<file path="src/rprf_pkg.sv">
// shared types and constants of the radio packet receive filter
// no dependencies; the front end, back end, core and testbench import it
package rprf_pkg;

  localparam int HEADER_BYTES = 6;
  localparam int HDR_W        = 8 * HEADER_BYTES;
  localparam int COUNT_W      = 9;
  localparam int COUNT_MAX    = 511;
  localparam int CMD_DEPTH    = 2;
  localparam int OUT_DEPTH    = 4;
  localparam int OUT_CNT_W    = $clog2(OUT_DEPTH + 1);
  // reads that can wait in the command queue plus the one in the back end
  localparam int RD_CNT_W     = $clog2(CMD_DEPTH + 2);
  localparam int APB_ADDR_W   = 3;

  typedef enum logic [1:0] {
    ST_ACCEPTED     = 2'd0,
    ST_LEN_ERR      = 2'd1,
    ST_NOT_FOR_NODE = 2'd2,
    ST_DUPLICATE    = 2'd3
  } status_e;

  typedef enum logic {
    KIND_STATUS = 1'b0,
    KIND_READ   = 1'b1
  } kind_e;

  typedef enum logic {
    ACT_RX_BYTE = 1'b0,
    ACT_READ    = 1'b1
  } action_e;

  typedef enum logic {
    REG_NODE_ADDR  = 1'b0,
    REG_BCAST_ADDR = 1'b1
  } reg_idx_e;

  typedef struct packed {
    kind_e              kind;
    status_e            status;
    logic [HDR_W-1:0]   header;
    logic               bank;
    logic               unread;
  } cmd_t;

  typedef struct packed {
    kind_e              kind;
    status_e            status;
    logic [HDR_W-1:0]   header;
    logic [7:0]         payload;
    logic               unread;
    logic               last;
  } result_t;

  typedef struct packed {
    logic valid;
    logic bank;
  } rd_done_t;

endpackage

</file>
<file path="src/rprf_ram.sv">
// generic single-write, single-read ram with registered read data
// no dependencies
module rprf_ram #(
  parameter int WIDTH = 8,
  parameter int DEPTH = 64
) (
  input  logic                     clk_i,
  input  logic                     we_i,
  input  logic [$clog2(DEPTH)-1:0] waddr_i,
  input  logic [WIDTH-1:0]         wdata_i,
  input  logic [$clog2(DEPTH)-1:0] raddr_i,
  output logic [WIDTH-1:0]         rdata_o
);

  logic [WIDTH-1:0] mem_q [DEPTH];
  logic [WIDTH-1:0] rdata_q;

  always_ff @(posedge clk_i) begin
    if (we_i) begin
      mem_q[waddr_i] <= wdata_i;
    end
    rdata_q <= mem_q[raddr_i];
  end

  assign rdata_o = rdata_q;

endmodule

</file>
<file path="src/rprf_fifo.sv">
// small first-in first-out queue in flip-flops, used for commands and results
// no dependencies
module rprf_fifo #(
  parameter int WIDTH = 8,
  parameter int DEPTH = 2
) (
  input  logic                       clk_i,
  input  logic                       rst_ni,
  input  logic                       push_i,
  input  logic [WIDTH-1:0]           wdata_i,
  input  logic                       pop_i,
  output logic [WIDTH-1:0]           rdata_o,
  output logic                       full_o,
  output logic                       empty_o,
  output logic [$clog2(DEPTH+1)-1:0] count_o
);

  localparam int PW = $clog2(DEPTH);
  localparam int CW = $clog2(DEPTH + 1);

  logic [WIDTH-1:0] slot_q [DEPTH];
  logic [PW-1:0]    wptr_q, wptr_d, rptr_q, rptr_d;
  logic [CW-1:0]    count_q, count_d;
  logic             do_push, do_pop;

  assign full_o  = (count_q == CW'(DEPTH));
  assign empty_o = (count_q == '0);
  assign count_o = count_q;
  assign rdata_o = slot_q[rptr_q];

  assign do_push = push_i & ~full_o;
  assign do_pop  = pop_i & ~empty_o;

  always_comb begin
    wptr_d  = wptr_q;
    rptr_d  = rptr_q;
    count_d = count_q;
    if (do_push) begin
      wptr_d = (wptr_q == PW'(DEPTH - 1)) ? '0 : wptr_q + PW'(1);
    end
    if (do_pop) begin
      rptr_d = (rptr_q == PW'(DEPTH - 1)) ? '0 : rptr_q + PW'(1);
    end
    if (do_push && !do_pop) begin
      count_d = count_q + CW'(1);
    end else if (do_pop && !do_push) begin
      count_d = count_q - CW'(1);
    end
  end

  always_ff @(posedge clk_i or negedge rst_ni) begin
    if (!rst_ni) begin
      wptr_q  <= '0;
      rptr_q  <= '0;
      count_q <= '0;
    end else begin
      wptr_q  <= wptr_d;
      rptr_q  <= rptr_d;
      count_q <= count_d;
    end
  end

  always_ff @(posedge clk_i) begin
    if (do_push) begin
      slot_q[wptr_q] <= wdata_i;
    end
  end

endmodule

</file>
<file path="src/rprf_front.sv">
// front end: takes input items, assembles the header, writes payload bytes,
// classifies packets and queues status and read commands; uses rprf_pkg
module rprf_front #(
  parameter int PAYLOAD_CAP = 32,
  parameter int SEQ_INIT    = 0,
  parameter int ADDR_W      = $clog2(2 * PAYLOAD_CAP)
) (
  input  logic              clk_i,
  input  logic              rst_ni,
  input  logic              push_i,
  output logic              full_o,
  input  logic              action_i,
  input  logic [7:0]        data_byte_i,
  input  logic              last_byte_i,
  input  logic [7:0]        node_addr_i,
  input  logic [7:0]        bcast_addr_i,
  input  logic              cmd_full_i,
  output logic              cmd_push_o,
  output rprf_pkg::cmd_t    cmd_o,
  output logic              ram_we_o,
  output logic [ADDR_W-1:0] ram_waddr_o,
  output logic [7:0]        ram_wdata_o,
  input  rprf_pkg::rd_done_t rd_done_i
);

  import rprf_pkg::*;

  logic [COUNT_W-1:0]  byte_count_q, byte_count_d;
  logic [HDR_W-1:0]    rx_header_q, rx_header_d;
  logic [HDR_W-1:0]    stored_header_q, stored_header_d;
  logic                stored_bank_q, stored_bank_d;
  logic [15:0]         seen_seq_q, seen_seq_d;
  logic                unread_q, unread_d;
  logic [RD_CNT_W-1:0] rd_cnt0_q, rd_cnt0_d, rd_cnt1_q, rd_cnt1_d;

  logic               accept, is_byte, is_read, in_hdr, keep, pkt_end;
  logic [COUNT_W-1:0] pay_idx, cnt_inc, cnt_pay;
  logic [HDR_W-1:0]   hdr_new;
  logic [7:0]         declared, new_len;
  logic               len_ok, dest_hit, dup;
  status_e            status;
  logic               other_busy;

  assign accept  = push_i & ~full_o;
  assign is_byte = accept && (action_e'(action_i) == ACT_RX_BYTE);
  assign is_read = accept && (action_e'(action_i) == ACT_READ);
  assign pkt_end = is_byte && last_byte_i;

  assign in_hdr   = (byte_count_q < COUNT_W'(HEADER_BYTES));
  assign declared = rx_header_q[7:0];
  assign pay_idx  = byte_count_q - COUNT_W'(HEADER_BYTES);
  assign keep     = !in_hdr && (pay_idx < {1'b0, declared})
                    && (pay_idx < COUNT_W'(PAYLOAD_CAP));
  assign hdr_new  = in_hdr ? {rx_header_q[HDR_W-9:0], data_byte_i} : rx_header_q;
  assign cnt_inc  = (byte_count_q == COUNT_W'(COUNT_MAX)) ? byte_count_q
                                                           : byte_count_q + COUNT_W'(1);

  // classification sees the header and count including this byte
  assign new_len  = hdr_new[7:0];
  assign cnt_pay  = cnt_inc - COUNT_W'(HEADER_BYTES);
  assign len_ok   = (cnt_inc >= COUNT_W'(HEADER_BYTES))
                    && ({1'b0, new_len} <= COUNT_W'(PAYLOAD_CAP))
                    && (cnt_pay >= {1'b0, new_len});
  assign dest_hit = (hdr_new[47:40] == node_addr_i) || (hdr_new[47:40] == bcast_addr_i);
  assign dup      = (hdr_new[31:16] == seen_seq_q)
                    && (hdr_new[39:32] == stored_header_q[39:32]);

  always_comb begin
    if (!len_ok) begin
      status = ST_LEN_ERR;
    end else if (!dest_hit) begin
      status = ST_NOT_FOR_NODE;
    end else if (dup) begin
      status = ST_DUPLICATE;
    end else begin
      status = ST_ACCEPTED;
    end
  end

  // payload goes to the bank that is not stored; hold off while a read of it is pending
  assign other_busy = (stored_bank_q ? rd_cnt0_q : rd_cnt1_q) != '0;
  assign full_o     = cmd_full_i || (other_busy && !in_hdr);

  assign ram_we_o    = is_byte && keep;
  assign ram_waddr_o = stored_bank_q ? ADDR_W'(pay_idx) : ADDR_W'(pay_idx) + ADDR_W'(PAYLOAD_CAP);
  assign ram_wdata_o = data_byte_i;

  always_comb begin
    byte_count_d    = byte_count_q;
    rx_header_d     = rx_header_q;
    stored_header_d = stored_header_q;
    stored_bank_d   = stored_bank_q;
    seen_seq_d      = seen_seq_q;
    unread_d        = unread_q;
    cmd_push_o      = 1'b0;
    cmd_o.kind      = KIND_STATUS;
    cmd_o.status    = ST_ACCEPTED;
    cmd_o.header    = stored_header_q;
    cmd_o.bank      = stored_bank_q;
    cmd_o.unread    = unread_q;
    if (is_byte) begin
      if (last_byte_i) begin
        byte_count_d = '0;
        rx_header_d  = '0;
        cmd_push_o   = 1'b1;
        cmd_o.status = status;
        if (status == ST_ACCEPTED) begin
          stored_header_d = hdr_new;
          stored_bank_d   = ~stored_bank_q;
          seen_seq_d      = hdr_new[31:16];
          unread_d        = 1'b1;
          cmd_o.header    = hdr_new;
          cmd_o.unread    = 1'b1;
        end
      end else begin
        byte_count_d = cnt_inc;
        rx_header_d  = hdr_new;
      end
    end else if (is_read) begin
      unread_d   = 1'b0;
      cmd_push_o = 1'b1;
      cmd_o.kind = KIND_READ;
    end
  end

  always_comb begin
    rd_cnt0_d = rd_cnt0_q;
    rd_cnt1_d = rd_cnt1_q;
    if (is_read && !stored_bank_q) begin
      rd_cnt0_d = rd_cnt0_d + RD_CNT_W'(1);
    end
    if (is_read && stored_bank_q) begin
      rd_cnt1_d = rd_cnt1_d + RD_CNT_W'(1);
    end
    if (rd_done_i.valid && !rd_done_i.bank) begin
      rd_cnt0_d = rd_cnt0_d - RD_CNT_W'(1);
    end
    if (rd_done_i.valid && rd_done_i.bank) begin
      rd_cnt1_d = rd_cnt1_d - RD_CNT_W'(1);
    end
  end

  always_ff @(posedge clk_i or negedge rst_ni) begin
    if (!rst_ni) begin
      byte_count_q    <= '0;
      rx_header_q     <= '0;
      stored_header_q <= '0;
      stored_bank_q   <= 1'b0;
      seen_seq_q      <= 16'(SEQ_INIT - 1);
      unread_q        <= 1'b0;
      rd_cnt0_q       <= '0;
      rd_cnt1_q       <= '0;
    end else begin
      byte_count_q    <= byte_count_d;
      rx_header_q     <= rx_header_d;
      stored_header_q <= stored_header_d;
      stored_bank_q   <= stored_bank_d;
      seen_seq_q      <= seen_seq_d;
      unread_q        <= unread_d;
      rd_cnt0_q       <= rd_cnt0_d;
      rd_cnt1_q       <= rd_cnt1_d;
    end
  end

  a_no_write_under_read: assert property (@(posedge clk_i) disable iff (!rst_ni)
    ram_we_o |-> !other_busy)
    else $error("payload write into a bank with a pending read");

  a_count_cleared_at_end: assert property (@(posedge clk_i) disable iff (!rst_ni)
    pkt_end |=> (byte_count_q == '0) && (rx_header_q == '0))
    else $error("packet state not cleared after last byte");

endmodule

</file>
<file path="src/rprf_back.sv">
// back end: runs queued commands, one result beat per cycle while the result queue has credit, reading payload
// bytes from the ram through one registered read stage; uses rprf_pkg
module rprf_back #(
  parameter int PAYLOAD_CAP = 32,
  parameter int ADDR_W      = $clog2(2 * PAYLOAD_CAP)
) (
  input  logic                         clk_i,
  input  logic                         rst_ni,
  input  logic                         cmd_empty_i,
  input  rprf_pkg::cmd_t               cmd_i,
  output logic                         cmd_pop_o,
  output logic [ADDR_W-1:0]            ram_raddr_o,
  input  logic [7:0]                   ram_rdata_i,
  input  logic [rprf_pkg::OUT_CNT_W-1:0] out_count_i,
  output logic                         res_push_o,
  output rprf_pkg::result_t            res_o,
  output rprf_pkg::rd_done_t           rd_done_o
);

  import rprf_pkg::*;

  localparam int BW = $clog2(PAYLOAD_CAP + 1);

  logic          cur_valid_q, cur_valid_d;
  cmd_t          cur_q;
  logic [BW-1:0] beat_q, beat_d;
  logic          s1_valid_q;
  logic          s1_use_ram_q;
  result_t       s1_res_q;

  logic [BW-1:0]        n_bytes;
  logic                 use_ram, is_last, credit, issue;
  logic [OUT_CNT_W:0]   in_flight;

  // beats of a read: declared length clipped to capacity, one beat when empty
  assign n_bytes = (cur_q.header[7:0] > 8'(PAYLOAD_CAP)) ? BW'(PAYLOAD_CAP)
                                                          : BW'(cur_q.header[7:0]);
  assign use_ram = (cur_q.kind == KIND_READ) && (beat_q < n_bytes);
  assign is_last = (cur_q.kind == KIND_STATUS) || (n_bytes == '0)
                   || (beat_q == n_bytes - BW'(1));

  // only issue when the result queue has room for everything in flight
  assign in_flight = (OUT_CNT_W + 1)'(out_count_i) + (OUT_CNT_W + 1)'(s1_valid_q);
  assign credit    = in_flight < (OUT_CNT_W + 1)'(OUT_DEPTH);
  assign issue     = cur_valid_q && credit;
  assign cmd_pop_o = !cmd_empty_i && (!cur_valid_q || (issue && is_last));

  assign ram_raddr_o = cur_q.bank ? ADDR_W'(beat_q) + ADDR_W'(PAYLOAD_CAP) : ADDR_W'(beat_q);

  assign rd_done_o.valid = issue && is_last && (cur_q.kind == KIND_READ);
  assign rd_done_o.bank  = cur_q.bank;

  always_comb begin
    cur_valid_d = cur_valid_q;
    beat_d      = beat_q;
    if (issue) begin
      if (is_last) begin
        cur_valid_d = 1'b0;
      end else begin
        beat_d = beat_q + BW'(1);
      end
    end
    if (cmd_pop_o) begin
      cur_valid_d = 1'b1;
      beat_d      = '0;
    end
  end

  always_ff @(posedge clk_i or negedge rst_ni) begin
    if (!rst_ni) begin
      cur_valid_q <= 1'b0;
      beat_q      <= '0;
      s1_valid_q  <= 1'b0;
    end else begin
      cur_valid_q <= cur_valid_d;
      beat_q      <= beat_d;
      s1_valid_q  <= issue;
    end
  end

  always_ff @(posedge clk_i) begin
    if (cmd_pop_o) begin
      cur_q <= cmd_i;
    end
    if (issue) begin
      s1_use_ram_q     <= use_ram;
      s1_res_q.kind    <= cur_q.kind;
      s1_res_q.status  <= cur_q.status;
      s1_res_q.header  <= cur_q.header;
      s1_res_q.payload <= '0;
      s1_res_q.unread  <= cur_q.unread;
      s1_res_q.last    <= is_last;
    end
  end

  always_comb begin
    res_o = s1_res_q;
    if (s1_use_ram_q) begin
      res_o.payload = ram_rdata_i;
    end
  end
  assign res_push_o = s1_valid_q;

  a_result_has_room: assert property (@(posedge clk_i) disable iff (!rst_ni)
    res_push_o |-> (out_count_i < OUT_CNT_W'(OUT_DEPTH)))
    else $error("result pushed into a full queue");

  a_load_starts_at_zero: assert property (@(posedge clk_i) disable iff (!rst_ni)
    cmd_pop_o |=> cur_valid_q && (beat_q == '0))
    else $error("command load did not restart the beat counter");

endmodule

</file>
<file path="src/radio_packet_receive_filter_core.sv">
// receive filter for radio packets: sustains one input transfer per cycle while full is low.
// a status report reaches the result queue through the command queue, the back end command
// register and its read stage; a read yields max(1, min(length, PAYLOAD_CAP)) beats, one per
// cycle while the result queue has room, set by the back end beat counter and the payload ram
// read port. a payload byte waits while a read of the bank it would overwrite is still pending.
// reset is asynchronous: all control state clears at once, the ram is not cleared.
module radio_packet_receive_filter_core #(
  parameter int PAYLOAD_CAP = 32,
  parameter int SEQ_INIT    = 0
) (
  input  logic                            clk_i,
  input  logic                            rst_ni,
  input  logic                            push,
  output logic                            full,
  input  logic                            action_i,
  input  logic [7:0]                      data_byte_i,
  input  logic                            last_byte_i,
  output logic                            empty,
  input  logic                            pop,
  output logic                            result_kind_o,
  output logic [1:0]                      status_o,
  output logic [7:0]                      dest_addr_o,
  output logic [7:0]                      src_addr_o,
  output logic [15:0]                     seq_num_o,
  output logic [7:0]                      msg_type_o,
  output logic [5:0]                      payload_len_o,
  output logic [7:0]                      payload_byte_o,
  output logic                            was_unread_o,
  output logic                            last_result_o,
  input  logic                            psel,
  input  logic                            penable,
  input  logic                            pwrite,
  input  logic [rprf_pkg::APB_ADDR_W-1:0] paddr,
  input  logic [31:0]                     pwdata,
  output logic [31:0]                     prdata,
  output logic                            pready
);

  import rprf_pkg::*;

  localparam int ADDR_W = $clog2(2 * PAYLOAD_CAP);

  logic [7:0] node_addr_q, bcast_addr_q;
  logic       cfg_wr;

  cmd_t     cmd_in, cmd_out;
  logic     cmd_push, cmd_pop, cmd_full, cmd_empty;
  rd_done_t rd_done;

  logic              ram_we;
  logic [ADDR_W-1:0] ram_waddr, ram_raddr;
  logic [7:0]        ram_wdata, ram_rdata;

  result_t              res_in, res_out;
  logic                 res_push, res_full;
  logic [OUT_CNT_W-1:0] out_count;

  // configuration registers
  assign pready = 1'b1;
  assign cfg_wr = psel && penable && pwrite && pready;

  always_ff @(posedge clk_i or negedge rst_ni) begin
    if (!rst_ni) begin
      node_addr_q  <= 8'd1;
      bcast_addr_q <= 8'd255;
    end else if (cfg_wr) begin
      unique case (reg_idx_e'(paddr[2]))
        REG_NODE_ADDR:  node_addr_q  <= pwdata[7:0];
        REG_BCAST_ADDR: bcast_addr_q <= pwdata[7:0];
        default: ;
      endcase
    end
  end

  always_comb begin
    unique case (reg_idx_e'(paddr[2]))
      REG_NODE_ADDR:  prdata = {24'd0, node_addr_q};
      REG_BCAST_ADDR: prdata = {24'd0, bcast_addr_q};
      default:        prdata = '0;
    endcase
  end

  rprf_front #(
    .PAYLOAD_CAP (PAYLOAD_CAP),
    .SEQ_INIT    (SEQ_INIT),
    .ADDR_W      (ADDR_W)
  ) u_front (
    .clk_i        (clk_i),
    .rst_ni       (rst_ni),
    .push_i       (push),
    .full_o       (full),
    .action_i     (action_i),
    .data_byte_i  (data_byte_i),
    .last_byte_i  (last_byte_i),
    .node_addr_i  (node_addr_q),
    .bcast_addr_i (bcast_addr_q),
    .cmd_full_i   (cmd_full),
    .cmd_push_o   (cmd_push),
    .cmd_o        (cmd_in),
    .ram_we_o     (ram_we),
    .ram_waddr_o  (ram_waddr),
    .ram_wdata_o  (ram_wdata),
    .rd_done_i    (rd_done)
  );

  rprf_fifo #(
    .WIDTH ($bits(cmd_t)),
    .DEPTH (CMD_DEPTH)
  ) u_cmd_fifo (
    .clk_i   (clk_i),
    .rst_ni  (rst_ni),
    .push_i  (cmd_push),
    .wdata_i (cmd_in),
    .pop_i   (cmd_pop),
    .rdata_o (cmd_out),
    .full_o  (cmd_full),
    .empty_o (cmd_empty),
    .count_o ()
  );

  rprf_ram #(
    .WIDTH (8),
    .DEPTH (2 * PAYLOAD_CAP)
  ) u_payload_ram (
    .clk_i   (clk_i),
    .we_i    (ram_we),
    .waddr_i (ram_waddr),
    .wdata_i (ram_wdata),
    .raddr_i (ram_raddr),
    .rdata_o (ram_rdata)
  );

  rprf_back #(
    .PAYLOAD_CAP (PAYLOAD_CAP),
    .ADDR_W      (ADDR_W)
  ) u_back (
    .clk_i       (clk_i),
    .rst_ni      (rst_ni),
    .cmd_empty_i (cmd_empty),
    .cmd_i       (cmd_out),
    .cmd_pop_o   (cmd_pop),
    .ram_raddr_o (ram_raddr),
    .ram_rdata_i (ram_rdata),
    .out_count_i (out_count),
    .res_push_o  (res_push),
    .res_o       (res_in),
    .rd_done_o   (rd_done)
  );

  rprf_fifo #(
    .WIDTH ($bits(result_t)),
    .DEPTH (OUT_DEPTH)
  ) u_out_fifo (
    .clk_i   (clk_i),
    .rst_ni  (rst_ni),
    .push_i  (res_push),
    .wdata_i (res_in),
    .pop_i   (pop),
    .rdata_o (res_out),
    .full_o  (res_full),
    .empty_o (empty),
    .count_o (out_count)
  );

  assign result_kind_o  = res_out.kind;
  assign status_o       = res_out.status;
  assign dest_addr_o    = res_out.header[47:40];
  assign src_addr_o     = res_out.header[39:32];
  assign seq_num_o      = res_out.header[31:16];
  assign msg_type_o     = res_out.header[15:8];
  assign payload_len_o  = res_out.header[5:0];
  assign payload_byte_o = res_out.payload;
  assign was_unread_o   = res_out.unread;
  assign last_result_o  = res_out.last;

  a_out_never_overflows: assert property (@(posedge clk_i) disable iff (!rst_ni)
    res_full |-> !res_push || pop)
    else $error("result transfer lost at a full queue");

endmodule

</file>
<file path="config.mk">
export PLATFORM = sky130hd
export DESIGN_NAME = radio_packet_receive_filter_core
export DESIGN_NICKNAME = d
export VERILOG_FILES = /design/src/rprf_pkg.sv /design/src/rprf_ram.sv /design/src/rprf_fifo.sv /design/src/rprf_front.sv /design/src/rprf_back.sv /design/src/radio_packet_receive_filter_core.sv
export SDC_FILE = /design/constraint.sdc
export NUM_CORES = 1
export LEC_CHECK = 0
export BUFFER_PORTS_ARGS = -buffer_cell sky130_fd_sc_hd__clkbuf_2
export CAP_MARGIN = 10
export CORE_MARGIN = 2
export CORE_UTILIZATION = 50
export CTS_CLUSTER_SIZE = 10
export DETAILED_ROUTE_END_ITERATION = 8
export GPL_TIMING_DRIVEN = 0
export PLACE_DENSITY_LB_ADDON = 0.1
export SETUP_SLACK_MARGIN = 0.2
export SLEW_MARGIN = 20
export SYNTH_ARGS = -nofsm -noshare
export SYNTH_HDL_FRONTEND = slang
export SYNTH_SLANG_ARGS = --single-unit
</file>
<file path="constraint.sdc">
create_clock -name clk_i -period 18.9 [get_ports clk_i]
set_clock_uncertainty 0.1 [all_clocks]
set_input_delay 3.78 -clock clk_i [delete_from_list [all_inputs] [get_ports clk_i]]
set_output_delay 3.78 -clock clk_i [all_outputs]
set_load 0.01 [all_outputs]
</file>
* After elaboration in Yosys (flattened, before gate mapping) *
Memories as Yosys holds them, arrays and structs flattened. A register that Yosys moved wholly into a read port is not among the register bits.
Index checks and enable logic that the tools add are counted.

storage, ports and cells
  memories = 3
  register bits = 216
  input port bits = 52
  bits in writable memories = 862
  logic and storage cells = 185
  output and inout bits = 94

memory list
  memory               words  width  rd ports  clocked after memory_dff  wr ports  line             source
  u_payload_ram.mem_q  64     8      1         1                         1         rprf_ram.sv:15   logic [WIDTH-1:0] mem_q [DEPTH];
  u_out_fifo.slot_q    4      61     1         0                         1         rprf_fifo.sv:21  logic [WIDTH-1:0] slot_q [DEPTH];
  u_cmd_fifo.slot_q    2      53     1         1                         1         rprf_fifo.sv:21

cells by class
  $lt $le $gt $ge = 9
  reductions and logical operators = 54
  eq/ne operators = 11
  mux-type cells = 49
  add/sub/neg operators = 20
  bitwise logic cells = 14

operators with widths
  operator                                                            number
  two-way mux 48 bit                                                  3
  two-way mux 50 bit                                                  2
  one-hot mux 32 bit (2 select lines)                                 1
  two-way mux 6 bit                                                   6
  == test 8 bit                                                       3
  logical AND 1 bit                                                   24
  two-way mux 2 bit                                                   12
  two-way mux 1 bit                                                   20
  two-way mux 9 bit                                                   2
  subtractor 9 x 3 -> 9 bit (second input constant)                   2
  == test 16 bit                                                      1
  adder 6 bit (second input constant)                                 2
  nonzero test 2 bit                                                  6
  adder 2 x 1 -> 2 bit (second input constant)                        5
  AND reduction 2 bit                                                 5
  adder 9 x 1 -> 9 bit (second input constant)                        1
  == test 9 bit (second input constant)                               1
  greater-or-equal comparator 9 x 3 -> 1 bit (second input constant)  1
  greater-or-equal comparator 9 x 8 -> 1 bit                          1
  logical NOT 1 bit                                                   9
  less-than comparator 9 x 3 -> 1 bit (second input constant)         1
  less-than comparator 9 x 6 -> 1 bit (second input constant)         1
  less-than comparator 9 x 8 -> 1 bit                                 1
  inverter 1 bit                                                      9
  other kinds (23)                                                    38

* Logic depth before layout (Yosys ltp) *
  word-level depth = 14
  gate-level depth with buffers = 20
  mapped depth without buffers = 18

* Hierarchy *
A second synthesis with hierarchy kept.

unflattened totals
  cell total of the unflattened synthesis = 2575
  area, all modules = 46821.2 um^2

modules (own cells, without submodules)
  module                            instances  seq. area each (um^2)  cells each  area each (um^2)
  rprf_ram                          1          15534.9                940         20166.8
  rprf_fifo at u_out_fifo           1          7502.2                 356         9323.9
  rprf_front                        1          3198.1                 804         7937.6
  rprf_fifo at u_cmd_fifo           1          3283.1                 184         4271.6
  rprf_back                         1          3413.3                 221         4187.8
  radio_packet_receive_filter_core  1          411.6                  70          933.4

* Least setup slack after synthesis *
OpenSTA, ideal clock, no wires.

  path kind = input -> output
  start point = input port paddr[2] (netlist bit)
  end point = output port prdata[0]
  setup slack = 10.550 ns
  buffers on the path = 1
  stages on the path = 2
  required time = 15.020 ns
  data arrival time = 4.470 ns
  cells stage by stage = clkbuf_1 -> mux2_2

between the ends
  longest elaborated chain between the ends = 2

RTL lines
  element                                  line                                    source
  start, declared                          radio_packet_receive_filter_core.sv:33  input logic [rprf_pkg::APB_ADDR_W-1:0] paddr,
  inverter 1 bit (no line)                 --
  one-hot mux 32 bit (2 select lines) (*)  radio_packet_receive_filter_core.sv:76  unique case (reg_idx_e'(paddr[2]))
  end, declared                            radio_packet_receive_filter_core.sv:35  output logic [31:0] prdata,

Mark *: on every way between the ends. The rest lies on a longest branch, timed or not. The select of a mux whose other input is x is not followed.

* Worst setup path after layout *
Same ends and word-level chain as after synthesis.

==> impl_metrics.py <==
metrics = {
    "cells_and_area": {
        "fillCellCount": 6827,
        "final_cell_mix": "edfxtp_1 (959), mux4_2 (227), clkbuf_1 (137), dfrtp_1 (137), clkbuf_16 (136)",
        "area_growth_pct": 15.4,
        "mostFrequentLayoutCell": "edfxtp_1",
        "final_cells": 4090,
        "fin_nets": 2923,
        "area.sequential_sq_mm": 0.0330,
        "fin_area_sq_mm": 0.0530,
        "fin_util_pct": 58.0,
        "antenna_cells": 0,
        "drive_above_1_share_pct": 28.4,
        "multiInputGateArea_sq_mm": 0.0124,
    },
    "placed_design": {
        "gp_congestion": 0.893,
        "place_hpwl_mm": 73.0,
        "place_area_sq_mm": 0.0492,
        "portBuffers": 94,
        "dp.cells": 3884,
    },
    "worst_setup_path": {
        "crit_chain": "clkbuf_2 -> clkbuf_1 -> mux2_2 -> clkbuf_2",
        "crit_fanout": 10,
        "worstPathRequired_ns": 15.02,
        "cp.arrival_ns": 4.81,
        "crit_type": "in -> out",
        "startpoint": "paddr[2]",
        "cpMostUsedCell": "clkbuf_2",
        "critPathMaxStageDelay_ns": 0.41,
        "crit_path_start_kind": "input port",
        "slowest_stage": "clkbuf_1",
        "r2r_start": "u_front.byte_count_q[6]$_DFFE_PN0P_",
        "end_kind": "output pin",
    },
    "route": {
        "routed_via_density": 5.93,
        "detail_route.first_pass.iterations": 6,
        "drt_first_iter_violations": 2705,
        "vias": 24300,
        "drtAntennaViolNets": 0,
        "avgRoutedWirePerCell_microns": 26.3,
        "drcViolationCount": 0,
        "drt-total-wl_mm": 107,
    },
    "sta": {
        "tns_ns": 0,
        "clock.fmax_ghz": 0.115,
        "tightest_slew_ns": 1.03,
        "final-max-slew-violation-count": 0,
        "setup_viol": 0,
        "period_minus_slack_ns": 8.69,
        "finalCritPeriodShare_pct": 46.0,
        "rsz0062_at_grt": "no",
        "worst_slew_margin_rel_pct": 31.1,
        "hold_viol": 0,
    },
    "synth": {
        "seq_area_frac_synth_pct": 71.9,
        "synth_top_family_by_area": "multiplexers",
        "synth_compound_area_share_pct": 3.19,
        "yosysWarnings": 0,
        "async_flop_share_pct": 14.3,
        "yosysUniqueCellTypes": 80,
        "synth_flop_cell": "edfxtp_1",
        "synthAdderAreaFrac_pct": 1.05,
        "synth-edff-count": 959,
        "synth-simple-area-share_pct": 4.05,
        "synth-xor-area-share_pct": 1.56,
        "synth_area_sq_mm": 0.0460,
        "ys_ff_latch": 1129,
        "synthMuxAreaShare_pct": 15.9,
        "synth_cells": 2498,
        "avgSynthCellArea_sq_um": 18.4,
    },
    "floorplanning": {
        "die_w_microns": 307,
        "num_rows": 111,
        "pin_count": 146,
        "fp.coreArea_sq_mm": 0.0914,
        "die_h_microns": 307,
        "start_util_pct": 50.3,
        "die-area_sq_mm": 0.0944,
    },
    "clocking": {
        "path_clk_slew_ns": 0.05,
        "clkLatencyLatePin_ns": 0.73,
        "tritoncts": "done",
        "numCtsBuffers": 133,
        "htreeDepth": 4,
        "clock_sinks": 1129,
        "cts_setup_buffers": 0,
        "cts_buffer_depth": 3,
        "cts_hold_buf": 0,
        "root_buffer": "clkbuf_16",
        "post_cts_resized": 0,
    },
    "worst_hold_path": {
        "worst_hold_startpoint": "u_back.cur_q[34]$_DFFE_PN_",
        "hp-class": "reg -> reg",
    },
    "pwr": {
        "power.density_mw_per_mm2": 141,
        "power_leakage_nw": 17.8,
        "ir_worst_vdd_mv": 0.0934,
    },
    "global_routing": {
        "grt_first_pass_wirelength_mm": 161,
        "globalRouteTotalUtil_pct": 23.2,
        "antenna_found_initial": 2,
        "grt_max_degree": 86,
        "overflow": 0,
        "grt_pass1_vias": 24700,
    },
    "job": {
        "maxCapViolCount": 0,
    },
    "outcome": {
        "status": "finished, final reports clean",
    },
}
-- power breakdown --
part | internal, mW | switching, mW
logic | 0.761 | 1.12
registers | 3.16 | 0.182
clock network | 1.33 | 0.940
total | 5.25 | 2.24
-- critical path: cells and delay by family --
kind | cells | cell delay, ns
mux | 1 | 0.40
buf+inv | 3 | 0.62
-- Yosys cell counts (all sizes together) (4+ instances only) --
cell       n  share of area, %
mux2i     82               1.8
or4        5             0.082
a22o      25              0.48
nand2     97              0.79
and2      18              0.24
clkbuf    84              0.69
ha        37               1.0
o22ai     14              0.19
inv       83              0.68
mux4     227                11
mux2     122               3.0
nand4     14              0.20
xnor2     38              0.72
nor2      54              0.45
or3       12              0.16
dfxtp      8              0.35
dfstp     25               1.4
nor2b     20              0.27
a21oi     34              0.38
nor3      16              0.19
edfxtp   959                63
o21ai     64              0.70
o2111ai    5             0.095
xor2      44              0.84
buf       79               1.0
a221oi     6              0.11
nand3     13              0.14
a31oi      6             0.082
nand2b    13              0.18
a211oi     4             0.076
a22oi     15              0.24
o21a       4             0.065
nor4      68              0.99
a2111oi    6              0.11
dfrtp    137               7.5
o31ai      5             0.082
and3       5             0.068
-- routing by layer --
layer  up-vias  part of all wire (%)  routed length [microns]  track usage [%]
li1      10500                     -                        -                -
met1     12600                    45                    48200             34.7
met2       950                    45                    48800             34.7
met3       153                   7.8                     8420             5.61
met4         0                   1.9                     2000             6.05
met5         -                     0                        0                0
-- cell type report --
class | count | share of cell area (%)
Clock inverter | 16 | 0.328
Tap cell | 1186 | 2.80
Multi-Input combinational cell | 1145 | 23.3
Sequential cell | 1129 | 62.3
Clock buffer | 190 | 6.82
Inverter | 84 | 0.594
Timing Repair Buffer | 177 | 2.35
Buffer | 163 | 1.48
-- registers in the layout, summed over array words and instances, names as in the netlist, 9 cells and up --
name                     count
u_payload_ram.mem_q        512
u_front.seen_seq_q          16
u_front.byte_count_q         9
u_cmd_fifo.slot_q          106
u_front.rx_header_q         48
u_front.stored_header_q     48
u_back.cur_q                52
u_out_fifo.slot_q          236
u_back.res_o                51
-- per-stage QoR --
| stage | worst slack, ns | hold WS [ns] | total power, mW |
|---|---|---|---|
| global route | 10.13 | 0.323 | 7.82 |
| global placement | 6.89 | 0.307 | 5.17 |
| detailed placement | 10.20 | 0.305 | 5.28 |
| finish | 10.21 | 0.315 | 7.49 |
| CTS | 10.20 | 0.317 | 7.56 |
| floorplan | 10.55 | 0.300 | 4.50 |
-- worst paths after layout --
| check | end | slack, ns | depth (start not counted) |
|---|---|---|---|
| min in group asynchronous | u_back.cur_valid_q$_DFFE_PN0P_ | 2.81 | 1 |
| max in group asynchronous | u_front.seen_seq_q[3]$_DFFE_PN1P_ | 15.18 | 2 |
| worst max register to register | u_cmd_fifo.slot_q[0][40]$_DFFE_PP_ | 13.15 | 20 |
| worst max-delay path | prdata[0] | 10.21 | 4 |
| worst min-delay path | u_back.res_o[42]$_DFFE_PP_ | 0.32 | 0 |
| worst min register to register | u_back.res_o[42]$_DFFE_PP_ | 0.32 | 0 |
-- kinds of logic (layout without fill, tap and decap cells) --
| logic type | after synthesis | count (layout) |
|---|---|---|
| simple gates | 351 | 351 |
| mux | 431 | 431 |
| other cells | 2 | 25 |
| compound gates | 218 | 218 |
| buf+inv | 247 | 630 |
| fa+ha+maj | 38 | 38 |
| xor+xnor | 82 | 82 |
| flops | 1129 | 1129 |
No activity file was read; power rests on OpenSTA's default activity.
